`src/rtl/msg_pkg.sv`:
```
// Shared constants, types and the channel blend function of the gradient color unit.
package msg_pkg;

  // Gradient geometry
  localparam int MAX_STOPS     = 8;
  localparam int POS_BITS      = 16;
  localparam int STOP_SLOTS    = 8;
  localparam int STOP_IDX_BITS = $clog2(STOP_SLOTS);
  localparam int SEG_BITS      = $clog2(MAX_STOPS);
  localparam int FRAC_BITS     = 8;
  localparam int Q_BITS        = SEG_BITS + FRAC_BITS;
  localparam int SC_BITS       = POS_BITS + SEG_BITS;

  // Register and color field widths
  localparam int CHAN_BITS     = 8;
  localparam int COLOR_BITS    = 3 * CHAN_BITS;
  localparam int SPAN_BITS     = 16;
  localparam int CNT_BITS      = 4;
  localparam int PAIR_BITS     = 2 * COLOR_BITS;
  localparam int APB_DATA_BITS = 64;
  localparam int APB_ADDR_BITS = 6;
  localparam int REG_IDX_LSB   = 3;

  typedef enum logic [1:0] {
    MODE_BLACK,
    MODE_STOP0,
    MODE_BLEND
  } msg_mode_e;

  typedef enum logic [2:0] {
    REG_SPAN_START,
    REG_SPAN_END,
    REG_STOP_COUNT,
    REG_PAIR_A,
    REG_PAIR_B,
    REG_PAIR_C,
    REG_PAIR_D
  } msg_reg_e;

  typedef struct packed {
    logic [SPAN_BITS-1:0] span_start;
    logic [SPAN_BITS-1:0] span_end;
    logic [CNT_BITS-1:0]  stop_count;
  } msg_cfg_t;

  // Transaction as it moves down the divider row: remainder and quotient/numerator shifter
  typedef struct packed {
    msg_mode_e            mode;
    logic [SEG_BITS-1:0]  segs;
    logic [POS_BITS-1:0]  rem;
    logic [Q_BITS-1:0]    quo;
  } msg_div_t;

  // a + floor((b - a) * frac / 256), kept to 8 bits
  function automatic logic [CHAN_BITS-1:0] msg_blend_chan(
    input logic [CHAN_BITS-1:0] a,
    input logic [CHAN_BITS-1:0] b,
    input logic [FRAC_BITS-1:0] frac
  );
    logic signed [CHAN_BITS:0]             d;
    logic signed [CHAN_BITS+FRAC_BITS+1:0] p;
    d = $signed({1'b0, b}) - $signed({1'b0, a});
    p = d * $signed({1'b0, frac});
    return a + p[CHAN_BITS+FRAC_BITS-1:FRAC_BITS];
  endfunction

endpackage

```
`src/rtl/msg_scale.sv`:
```
// Front cells: clamp the position into the span, then scale it by the segment count.
module msg_scale import msg_pkg::*; (
  input  logic                clk_i,
  input  logic                rst_ni,
  input  logic                valid_i,
  output logic                ready_o,
  input  logic [POS_BITS-1:0] pos_i,
  input  msg_cfg_t            cfg_i,
  input  logic [POS_BITS-1:0] range_i,
  output logic                valid_o,
  input  logic                ready_i,
  output msg_div_t            data_o
);

  typedef struct packed {
    msg_mode_e           mode;
    logic [SEG_BITS-1:0] segs;
    logic [POS_BITS-1:0] rel;
  } msg_rel_t;

  logic                s1_v_q;
  msg_rel_t            s1_q, s1_d;
  logic                s1_ready;
  logic                s2_v_q;
  msg_div_t            s2_q, s2_d;
  logic                s2_ready;

  logic [CNT_BITS-1:0] count;
  logic [POS_BITS-1:0] start_pos;
  logic [POS_BITS-1:0] last_pos;
  logic [POS_BITS-1:0] rel;
  logic [SC_BITS-1:0]  scaled;

  // Clamp count and position, pick the mode
  always_comb begin
    start_pos = POS_BITS'(cfg_i.span_start);
    last_pos  = POS_BITS'(cfg_i.span_end);
    count     = (cfg_i.stop_count > CNT_BITS'(MAX_STOPS)) ? CNT_BITS'(MAX_STOPS)
                                                          : cfg_i.stop_count;
    rel       = (pos_i < start_pos) ? '0 : pos_i - start_pos;
    if (rel >= range_i) begin
      rel = range_i - 1'b1;
    end
    s1_d.rel  = rel;
    s1_d.segs = SEG_BITS'(count - 1'b1);
    priority if (count == '0) begin
      s1_d.mode = MODE_BLACK;
    end else if (count == CNT_BITS'(1) || last_pos <= start_pos) begin
      s1_d.mode = MODE_STOP0;
    end else begin
      s1_d.mode = MODE_BLEND;
    end
  end

  // Scale by the segment count and load the divider shifter
  always_comb begin
    scaled      = SC_BITS'(s1_q.rel) * SC_BITS'(s1_q.segs);
    s2_d.mode   = s1_q.mode;
    s2_d.segs   = s1_q.segs;
    s2_d.rem    = scaled[SC_BITS-1:SEG_BITS];
    s2_d.quo    = {scaled[SEG_BITS-1:0], FRAC_BITS'(0)};
  end

  assign s2_ready = !s2_v_q || ready_i;
  assign s1_ready = !s1_v_q || s2_ready;
  assign ready_o  = s1_ready;
  assign valid_o  = s2_v_q;
  assign data_o   = s2_q;

  // Advance valid flags
  always_ff @(posedge clk_i or negedge rst_ni) begin
    if (!rst_ni) begin
      s1_v_q <= 1'b0;
      s2_v_q <= 1'b0;
    end else begin
      if (s1_ready) begin
        s1_v_q <= valid_i;
      end
      if (s2_ready) begin
        s2_v_q <= s1_v_q;
      end
    end
  end

  // Advance payload
  always_ff @(posedge clk_i) begin
    if (s1_ready && valid_i) begin
      s1_q <= s1_d;
    end
    if (s2_ready && s1_v_q) begin
      s2_q <= s2_d;
    end
  end

  a_blend_has_segment: assert property (@(posedge clk_i) disable iff (!rst_ni)
    s1_v_q && s1_q.mode == MODE_BLEND |-> s1_q.segs != '0)
    else $error("blend transaction with no segment");

endmodule

```
`src/rtl/msg_div_cell.sv`:
```
// One restoring-division cell: produces one quotient bit per transaction and passes it on.
module msg_div_cell import msg_pkg::*; (
  input  logic                clk_i,
  input  logic                rst_ni,
  input  logic                valid_i,
  output logic                ready_o,
  input  msg_div_t            data_i,
  input  logic [POS_BITS-1:0] range_i,
  output logic                valid_o,
  input  logic                ready_i,
  output msg_div_t            data_o
);

  logic              v_q;
  msg_div_t          data_q, data_d;
  logic [POS_BITS:0] rem_sh;
  logic [POS_BITS:0] diff;

  // Shift in the next numerator bit, subtract the divisor when it fits
  always_comb begin
    rem_sh   = {data_i.rem, data_i.quo[Q_BITS-1]};
    diff     = rem_sh - {1'b0, range_i};
    data_d   = data_i;
    data_d.quo = {data_i.quo[Q_BITS-2:0], 1'b0};
    if (rem_sh >= {1'b0, range_i}) begin
      data_d.rem    = diff[POS_BITS-1:0];
      data_d.quo[0] = 1'b1;
    end else begin
      data_d.rem    = rem_sh[POS_BITS-1:0];
    end
  end

  assign ready_o = !v_q || ready_i;
  assign valid_o = v_q;
  assign data_o  = data_q;

  // Advance valid flag
  always_ff @(posedge clk_i or negedge rst_ni) begin
    if (!rst_ni) begin
      v_q <= 1'b0;
    end else if (ready_o) begin
      v_q <= valid_i;
    end
  end

  // Advance payload
  always_ff @(posedge clk_i) begin
    if (ready_o && valid_i) begin
      data_q <= data_d;
    end
  end

endmodule

```
`src/rtl/msg_blend.sv`:
```
// Back cells: pick the segment's end stops, then interpolate each channel into the output register.
module msg_blend import msg_pkg::*; (
  input  logic                                 clk_i,
  input  logic                                 rst_ni,
  input  logic                                 valid_i,
  output logic                                 ready_o,
  input  msg_div_t                             data_i,
  input  logic [STOP_SLOTS-1:0][COLOR_BITS-1:0] stops_i,
  output logic                                 valid_o,
  input  logic                                 ready_i,
  output logic [CHAN_BITS-1:0]                 red_o,
  output logic [CHAN_BITS-1:0]                 green_o,
  output logic [CHAN_BITS-1:0]                 blue_o
);

  typedef struct packed {
    logic                  blend;
    logic [COLOR_BITS-1:0] c1;
    logic [COLOR_BITS-1:0] c2;
    logic [FRAC_BITS-1:0]  frac;
  } msg_pick_t;

  logic                  a_v_q;
  msg_pick_t             a_q, a_d;
  logic                  a_ready;
  logic                  o_v_q;
  logic [COLOR_BITS-1:0] o_q, o_d;
  logic                  o_ready;

  logic [SEG_BITS-1:0]   seg;
  logic [SEG_BITS-1:0]   seg_nxt;
  logic [FRAC_BITS-1:0]  frac;

  // Split the quotient, clamp to the last segment, select stops
  always_comb begin
    seg  = data_i.quo[Q_BITS-1:FRAC_BITS];
    frac = data_i.quo[FRAC_BITS-1:0];
    if (seg >= data_i.segs) begin
      seg  = data_i.segs - 1'b1;
      frac = '1;
    end
    seg_nxt = seg + 1'b1;
    a_d = '0;
    unique case (data_i.mode)
      MODE_BLACK: begin
        a_d = '0;
      end
      MODE_STOP0: begin
        a_d.c1 = stops_i[0];
        a_d.c2 = stops_i[0];
      end
      MODE_BLEND: begin
        a_d.blend = 1'b1;
        a_d.c1    = stops_i[STOP_IDX_BITS'(seg)];
        a_d.c2    = stops_i[STOP_IDX_BITS'(seg_nxt)];
        a_d.frac  = frac;
      end
      default: begin
        a_d = '0;
      end
    endcase
  end

  // Interpolate each channel
  always_comb begin
    o_d[CHAN_BITS-1:0] =
      msg_blend_chan(a_q.c1[CHAN_BITS-1:0], a_q.c2[CHAN_BITS-1:0], a_q.frac);
    o_d[2*CHAN_BITS-1:CHAN_BITS] =
      msg_blend_chan(a_q.c1[2*CHAN_BITS-1:CHAN_BITS], a_q.c2[2*CHAN_BITS-1:CHAN_BITS], a_q.frac);
    o_d[COLOR_BITS-1:2*CHAN_BITS] =
      msg_blend_chan(a_q.c1[COLOR_BITS-1:2*CHAN_BITS], a_q.c2[COLOR_BITS-1:2*CHAN_BITS],
                     a_q.frac);
  end

  assign o_ready = !o_v_q || ready_i;
  assign a_ready = !a_v_q || o_ready;
  assign ready_o = a_ready;
  assign valid_o = o_v_q;
  assign red_o   = o_q[CHAN_BITS-1:0];
  assign green_o = o_q[2*CHAN_BITS-1:CHAN_BITS];
  assign blue_o  = o_q[COLOR_BITS-1:2*CHAN_BITS];

  // Advance valid flags
  always_ff @(posedge clk_i or negedge rst_ni) begin
    if (!rst_ni) begin
      a_v_q <= 1'b0;
      o_v_q <= 1'b0;
    end else begin
      if (a_ready) begin
        a_v_q <= valid_i;
      end
      if (o_ready) begin
        o_v_q <= a_v_q;
      end
    end
  end

  // Advance payload
  always_ff @(posedge clk_i) begin
    if (a_ready && valid_i) begin
      a_q <= a_d;
    end
    if (o_ready && a_v_q) begin
      o_q <= o_d;
    end
  end

  a_flat_color: assert property (@(posedge clk_i) disable iff (!rst_ni)
    a_v_q && !a_q.blend |-> a_q.c1 == a_q.c2)
    else $error("non-blend transaction carries two different stops");

endmodule

```
`src/rtl/multi_stop_gradient_color_unit.sv`:
```
// Top level of the multi-stop gradient color unit: register file and the row of cells.
//
//  channel  | handshake                        | payload
//  ---------+----------------------------------+-----------------------------
//  input    | in_valid_i / in_ready_o          | char_position_i[15:0]
//  output   | out_valid_o / out_ready_i        | red_o, green_o, blue_o [7:0]
//  config   | psel, penable, pwrite / pready   | paddr[5:0] (8*index), pwdata/prdata[63:0]
//
// One transaction enters per cycle unless the output stalls; each result passes through
// two front cells (clamp, scale), eleven divider cells with one quotient bit each, and two
// back cells (stop select, blend into the output register).
// Reset clears the configuration registers and the valid flags, which empties the row;
// no clearing pass is needed.
// A stalled output holds its cell; a cell takes a new transaction whenever it is empty or
// its neighbor advances, so bubbles in the row are squeezed out under stall.
module multi_stop_gradient_color_unit import msg_pkg::*; (
  input  logic                     clk_i,
  input  logic                     rst_ni,
  input  logic                     in_valid_i,
  output logic                     in_ready_o,
  input  logic [SPAN_BITS-1:0]     char_position_i,
  output logic                     out_valid_o,
  input  logic                     out_ready_i,
  output logic [CHAN_BITS-1:0]     red_o,
  output logic [CHAN_BITS-1:0]     green_o,
  output logic [CHAN_BITS-1:0]     blue_o,
  input  logic                     psel,
  input  logic                     penable,
  input  logic                     pwrite,
  input  logic [APB_ADDR_BITS-1:0] paddr,
  input  logic [APB_DATA_BITS-1:0] pwdata,
  output logic [APB_DATA_BITS-1:0] prdata,
  output logic                     pready
);

  logic [SPAN_BITS-1:0] span_start_q;
  logic [SPAN_BITS-1:0] span_end_q;
  logic [CNT_BITS-1:0]  stop_count_q;
  logic [PAIR_BITS-1:0] pair_a_q;
  logic [PAIR_BITS-1:0] pair_b_q;
  logic [PAIR_BITS-1:0] pair_c_q;
  logic [PAIR_BITS-1:0] pair_d_q;

  msg_reg_e                             reg_idx;
  logic                                 cfg_wr;
  msg_cfg_t                             cfg;
  logic [POS_BITS-1:0]                  range_len;
  logic [STOP_SLOTS-1:0][COLOR_BITS-1:0] stops;

  logic     div_valid [Q_BITS+1];
  logic     div_ready [Q_BITS+1];
  msg_div_t div_data  [Q_BITS+1];

  // Decode the register port
  assign reg_idx = msg_reg_e'(paddr[APB_ADDR_BITS-1:REG_IDX_LSB]);
  assign cfg_wr  = psel && penable && pwrite;
  assign pready  = 1'b1;

  always_ff @(posedge clk_i or negedge rst_ni) begin
    if (!rst_ni) begin
      span_start_q <= '0;
      span_end_q   <= '0;
      stop_count_q <= '0;
      pair_a_q     <= '0;
      pair_b_q     <= '0;
      pair_c_q     <= '0;
      pair_d_q     <= '0;
    end else if (cfg_wr) begin
      unique case (reg_idx)
        REG_SPAN_START: span_start_q <= pwdata[SPAN_BITS-1:0];
        REG_SPAN_END:   span_end_q   <= pwdata[SPAN_BITS-1:0];
        REG_STOP_COUNT: stop_count_q <= pwdata[CNT_BITS-1:0];
        REG_PAIR_A:     pair_a_q     <= pwdata[PAIR_BITS-1:0];
        REG_PAIR_B:     pair_b_q     <= pwdata[PAIR_BITS-1:0];
        REG_PAIR_C:     pair_c_q     <= pwdata[PAIR_BITS-1:0];
        REG_PAIR_D:     pair_d_q     <= pwdata[PAIR_BITS-1:0];
        default: begin
        end
      endcase
    end
  end

  // Return register contents
  always_comb begin
    prdata = '0;
    unique case (reg_idx)
      REG_SPAN_START: prdata = APB_DATA_BITS'(span_start_q);
      REG_SPAN_END:   prdata = APB_DATA_BITS'(span_end_q);
      REG_STOP_COUNT: prdata = APB_DATA_BITS'(stop_count_q);
      REG_PAIR_A:     prdata = APB_DATA_BITS'(pair_a_q);
      REG_PAIR_B:     prdata = APB_DATA_BITS'(pair_b_q);
      REG_PAIR_C:     prdata = APB_DATA_BITS'(pair_c_q);
      REG_PAIR_D:     prdata = APB_DATA_BITS'(pair_d_q);
      default:        prdata = '0;
    endcase
  end

  // Span length and stop table seen by the cells
  assign cfg.span_start = span_start_q;
  assign cfg.span_end   = span_end_q;
  assign cfg.stop_count = stop_count_q;
  assign range_len      = POS_BITS'(span_end_q) - POS_BITS'(span_start_q);
  assign stops          = {pair_d_q, pair_c_q, pair_b_q, pair_a_q};

  msg_scale u_scale (
    .clk_i   (clk_i),
    .rst_ni  (rst_ni),
    .valid_i (in_valid_i),
    .ready_o (in_ready_o),
    .pos_i   (POS_BITS'(char_position_i)),
    .cfg_i   (cfg),
    .range_i (range_len),
    .valid_o (div_valid[0]),
    .ready_i (div_ready[0]),
    .data_o  (div_data[0])
  );

  // Row of divider cells, one quotient bit each
  for (genvar k = 0; k < Q_BITS; k++) begin : g_div
    msg_div_cell u_cell (
      .clk_i   (clk_i),
      .rst_ni  (rst_ni),
      .valid_i (div_valid[k]),
      .ready_o (div_ready[k]),
      .data_i  (div_data[k]),
      .range_i (range_len),
      .valid_o (div_valid[k+1]),
      .ready_i (div_ready[k+1]),
      .data_o  (div_data[k+1])
    );
  end

  msg_blend u_blend (
    .clk_i   (clk_i),
    .rst_ni  (rst_ni),
    .valid_i (div_valid[Q_BITS]),
    .ready_o (div_ready[Q_BITS]),
    .data_i  (div_data[Q_BITS]),
    .stops_i (stops),
    .valid_o (out_valid_o),
    .ready_i (out_ready_i),
    .red_o   (red_o),
    .green_o (green_o),
    .blue_o  (blue_o)
  );

  a_empty_output_takes_input: assert property (@(posedge clk_i) disable iff (!rst_ni)
    !out_valid_o |-> in_ready_o)
    else $error("row stalls with an empty output register");

endmodule

```
`config.mk`:
```
export PLATFORM = sky130hd
export DESIGN_NAME = multi_stop_gradient_color_unit
export DESIGN_NICKNAME = d
export VERILOG_FILES = /design/src/rtl/msg_pkg.sv /design/src/rtl/msg_scale.sv /design/src/rtl/msg_div_cell.sv /design/src/rtl/msg_blend.sv /design/src/rtl/multi_stop_gradient_color_unit.sv
export SDC_FILE = /design/constraint.sdc
export NUM_CORES = 2
export LEC_CHECK = 0
export ABC_CLOCK_PERIOD_IN_PS = 18550
export BUFFER_PORTS_ARGS = -buffer_cell sky130_fd_sc_hd__buf_2
export CAP_MARGIN = 20
export CORE_UTILIZATION = 50
export DETAILED_ROUTE_END_ITERATION = 10
export PLACE_DENSITY_LB_ADDON = 0.15
export SLEW_MARGIN = 10
export SYNTH_ARGS = -nofsm -noshare
export SYNTH_HDL_FRONTEND = slang
export SYNTH_SLANG_ARGS = --single-unit
```
`constraint.sdc`:
```
create_clock -name clk_i -period 18.55 [get_ports clk_i]
set_input_delay 0.9275 -clock clk_i [delete_from_list [all_inputs] [get_ports clk_i]]
set_output_delay 0.9275 -clock clk_i [all_outputs]
set_load 0.01 [all_outputs]
```
==> out/qor.csv <==
metric;value;unit
status;complete, no violations;
cts_resized;0;
finalCritPeriodShare;45.8;%
clock-sinks;652;
timing.final.hold_violations;0;
final_common_cell;edfxtp_1;
drt-wirelength-per-cell;21.5;um
hpwl;88400;um
rsz0062_at_grt;false;
fillers;8239;
synth_mux_area_share;13.8;%
worstMarginPinSlew;1050;ps
max_freq;118;MHz
skew;34.7;ps
cts_made_buffers;77;
fin_crit;8500;ps
cts_tree;yes;
critical_path_class;flop to flop;
via_per_inst;5.86;
holdBufCountCts;0;
syn2layout_area_growth;10.2;%
insertion_delay;650;ps
async_flop_share;37.3;%
synth_top_family_by_area;adder cells;
seq_area_frac_synth;38.1;%
max_stage_delay;890;ps
nets;5117;
synth-edff-count;409;
syn_inst;4307;
die_h;312;um
synth_fa_ha_area_share;18.0;%
synth_simple_gate_area_share;10.4;%
pin_count;184;
drv_slew;0;
cp-end-kind;flop;
antenna_found_initial;15;
synth.distinct_cells;84;
final-instance-count-excl-fill;5780;
cpMostUsedCell;o21ai_0;
initial_core_util;50.6;%
cp_max_fo;8;
layout_common_cells;edfxtp_1 (409), inv_1 (384), ha_1 (380), mux2_2 (321), nand2_1 (302);
grt_pass1_wl;193000;um
vias;33900;
crit_path_start_kind;flop;
cp.buffers_inverters;4;
ys.flop_type;edfxtp_1;
grt_max_degree;105;
ys_warn_count;0;
cts_root_buf;clkbuf_16;
overflow;0;
synth-compound-area-share;11.0;%
ant_nets;0;
track_usage;25.6;%
arrival;8850;ps
drc;0;
routed_wl;124000;um
hp-class;input port to async pin;
num_rows;113;
tns;0;ps
htreeDepth;3;
crit_required;18900;ps
die_w;312;um
synth-seq-cells;652;
r2r_slack;10050;ps
setup_viol;0;
path_depth;28;
synthXorXnorAreaFrac;3.98;%
first_global_vias;33400;
path_delay_family;compound AO/OA/AOI/OAI gates;
slew_headroom;29.5;%
dieArea;97600;um2
post_cts_buffers;0;
cap_violations;0;
place_inst;5629;
reg2regPathDepth;28;
dr.pass1.iters;5;
avgSynthCellArea;11.2;um2
core_area;95300;um2
port_buffers;147;
final_layout_size_suffix_gt1_share;18.1;%
cts_buffer_depth;3;
gp_congestion;0.874;
clk_pin_slew;60;ps
syn_area;48200;um2
critPathSlowestCell;o41ai_1;
first_iter_violations;2244;
## cells in the mapped netlist (17+ instances only)
library cell    n  area (um2)
edfxtp_1      409       12300
inv_1         384        1440
ha_1          381        4770
mux2_2        321        3610
nand2_1       302        1130
dfrtp_1       243        6080
fa_1          195        3900
o21ai_0       182         911
nor2_1        180         676
a21oi_1       165         826
xnor2_1       153        1340
and2_1        106         663
a22oi_1       104         781
mux4_2         96        2160
clkbuf_1       87         327
nand3_1        83         415
a21o_1         76         571
nand2b_1       76         475
nor3_1         74         370
mux2i_1        67         671
nor2b_1        67         419
xor2_1         58         508
o21a_1         54         405
nand4_1        33         206
a31oi_1        28         175
and3_1         28         175
or3_1          26         163
a211oi_1       24         180
buf_2          22         110
buf_1          20        75.1
buf_4          17         128
## layer usage
metal,GRT usage [%],share of wire [%],up-vias
li1,-,-,15800
met1,35.4,44,16800
met2,39.6,46,1043
met3,6.45,8.1,188
met4,7.87,2.5,14
met5,0,0.066,-
## sequential cells by signal, indices dropped and copies added, names as in the netlist
signal / cells
u_scale.s1_q: 21
g_div.u_cell.data_o: 284
u_scale.valid_o: 1
u_blend.o_q: 24
u_blend.a_q: 56
pair_c_q: 48
pair_d_q: 48
span_start_q: 16
pair_b_q: 48
g_div.u_cell.valid_o: 11
u_blend.valid_o: 1
stop_count_q: 4
u_scale.s1_v_q: 1
u_blend.a_v_q: 1
pair_a_q: 48
span_end_q: 16
u_scale.data_o: 24
## per-stage QoR
step	hold WS, ps	area [um2]	utilization (%)	worst slack [ps]
final	326	53100	55.7	10050
after global routing	382	53100	55.7	9430
after CTS	352	53000	55.6	10000
after detailed placement	405	50400	52.9	10080
after global placement	400	50400	52.9	10130
after floorplan	400	48200	-	11290
## logic make-up (layout without fill, tap and decap cells)
| logic type | count (synthesis) | after routing |
|---|---|---|
| compound gates | 803 | 803 |
| xor+xnor | 214 | 214 |
| fa+ha+maj | 576 | 576 |
| buf+inv | 543 | 731 |
| flops | 652 | 652 |
| mux | 500 | 500 |
| other cells | 2 | 22 |
| simple gates | 1017 | 1017 |
## final cells by class
type                       count  area [um2]  share of cell area [%]
multi-input combinational   3127       27800                    52.4
timing repair buffer         205        1240                    2.34
clock inverter                38         409                   0.771
sequential                   652       18400                    34.6
antenna                        5        12.5                  0.0236
inverter                     385        1450                    2.72
tap                         1265        1580                    2.98
clock buffer                 103        2190                    4.12
## worst paths after layout
check,to,from
min reg2reg,g_div[10].u_cell.data_o[9]$_DFFE_PP_,g_div[9].u_cell.data_o[8]$_DFFE_PP_
max,u_blend.o_q[7]$_DFFE_PP_,u_blend.a_q[33]$_DFFE_PP_
min,pair_a_q[9]$_DFFE_PN0P_,rst_ni
min in group clk_i,g_div[10].u_cell.data_o[9]$_DFFE_PP_,g_div[9].u_cell.data_o[8]$_DFFE_PP_
max in group asynchronous,pair_c_q[25]$_DFFE_PN0P_,rst_ni
max reg2reg,u_blend.o_q[7]$_DFFE_PP_,u_blend.a_q[33]$_DFFE_PP_
## worst register-to-register path, delay by kind of cell, from the launching register on
kind	cells	cell delay, ps
compound gates	11	3220
flops	1	440
fa+ha+maj	7	2760
simple gates	3	720
xor+xnor	3	740
buf+inv	4	310
Power is not shown: default switching activity piles up to over one toggle a cycle in this logic, so the estimate is an artifact.
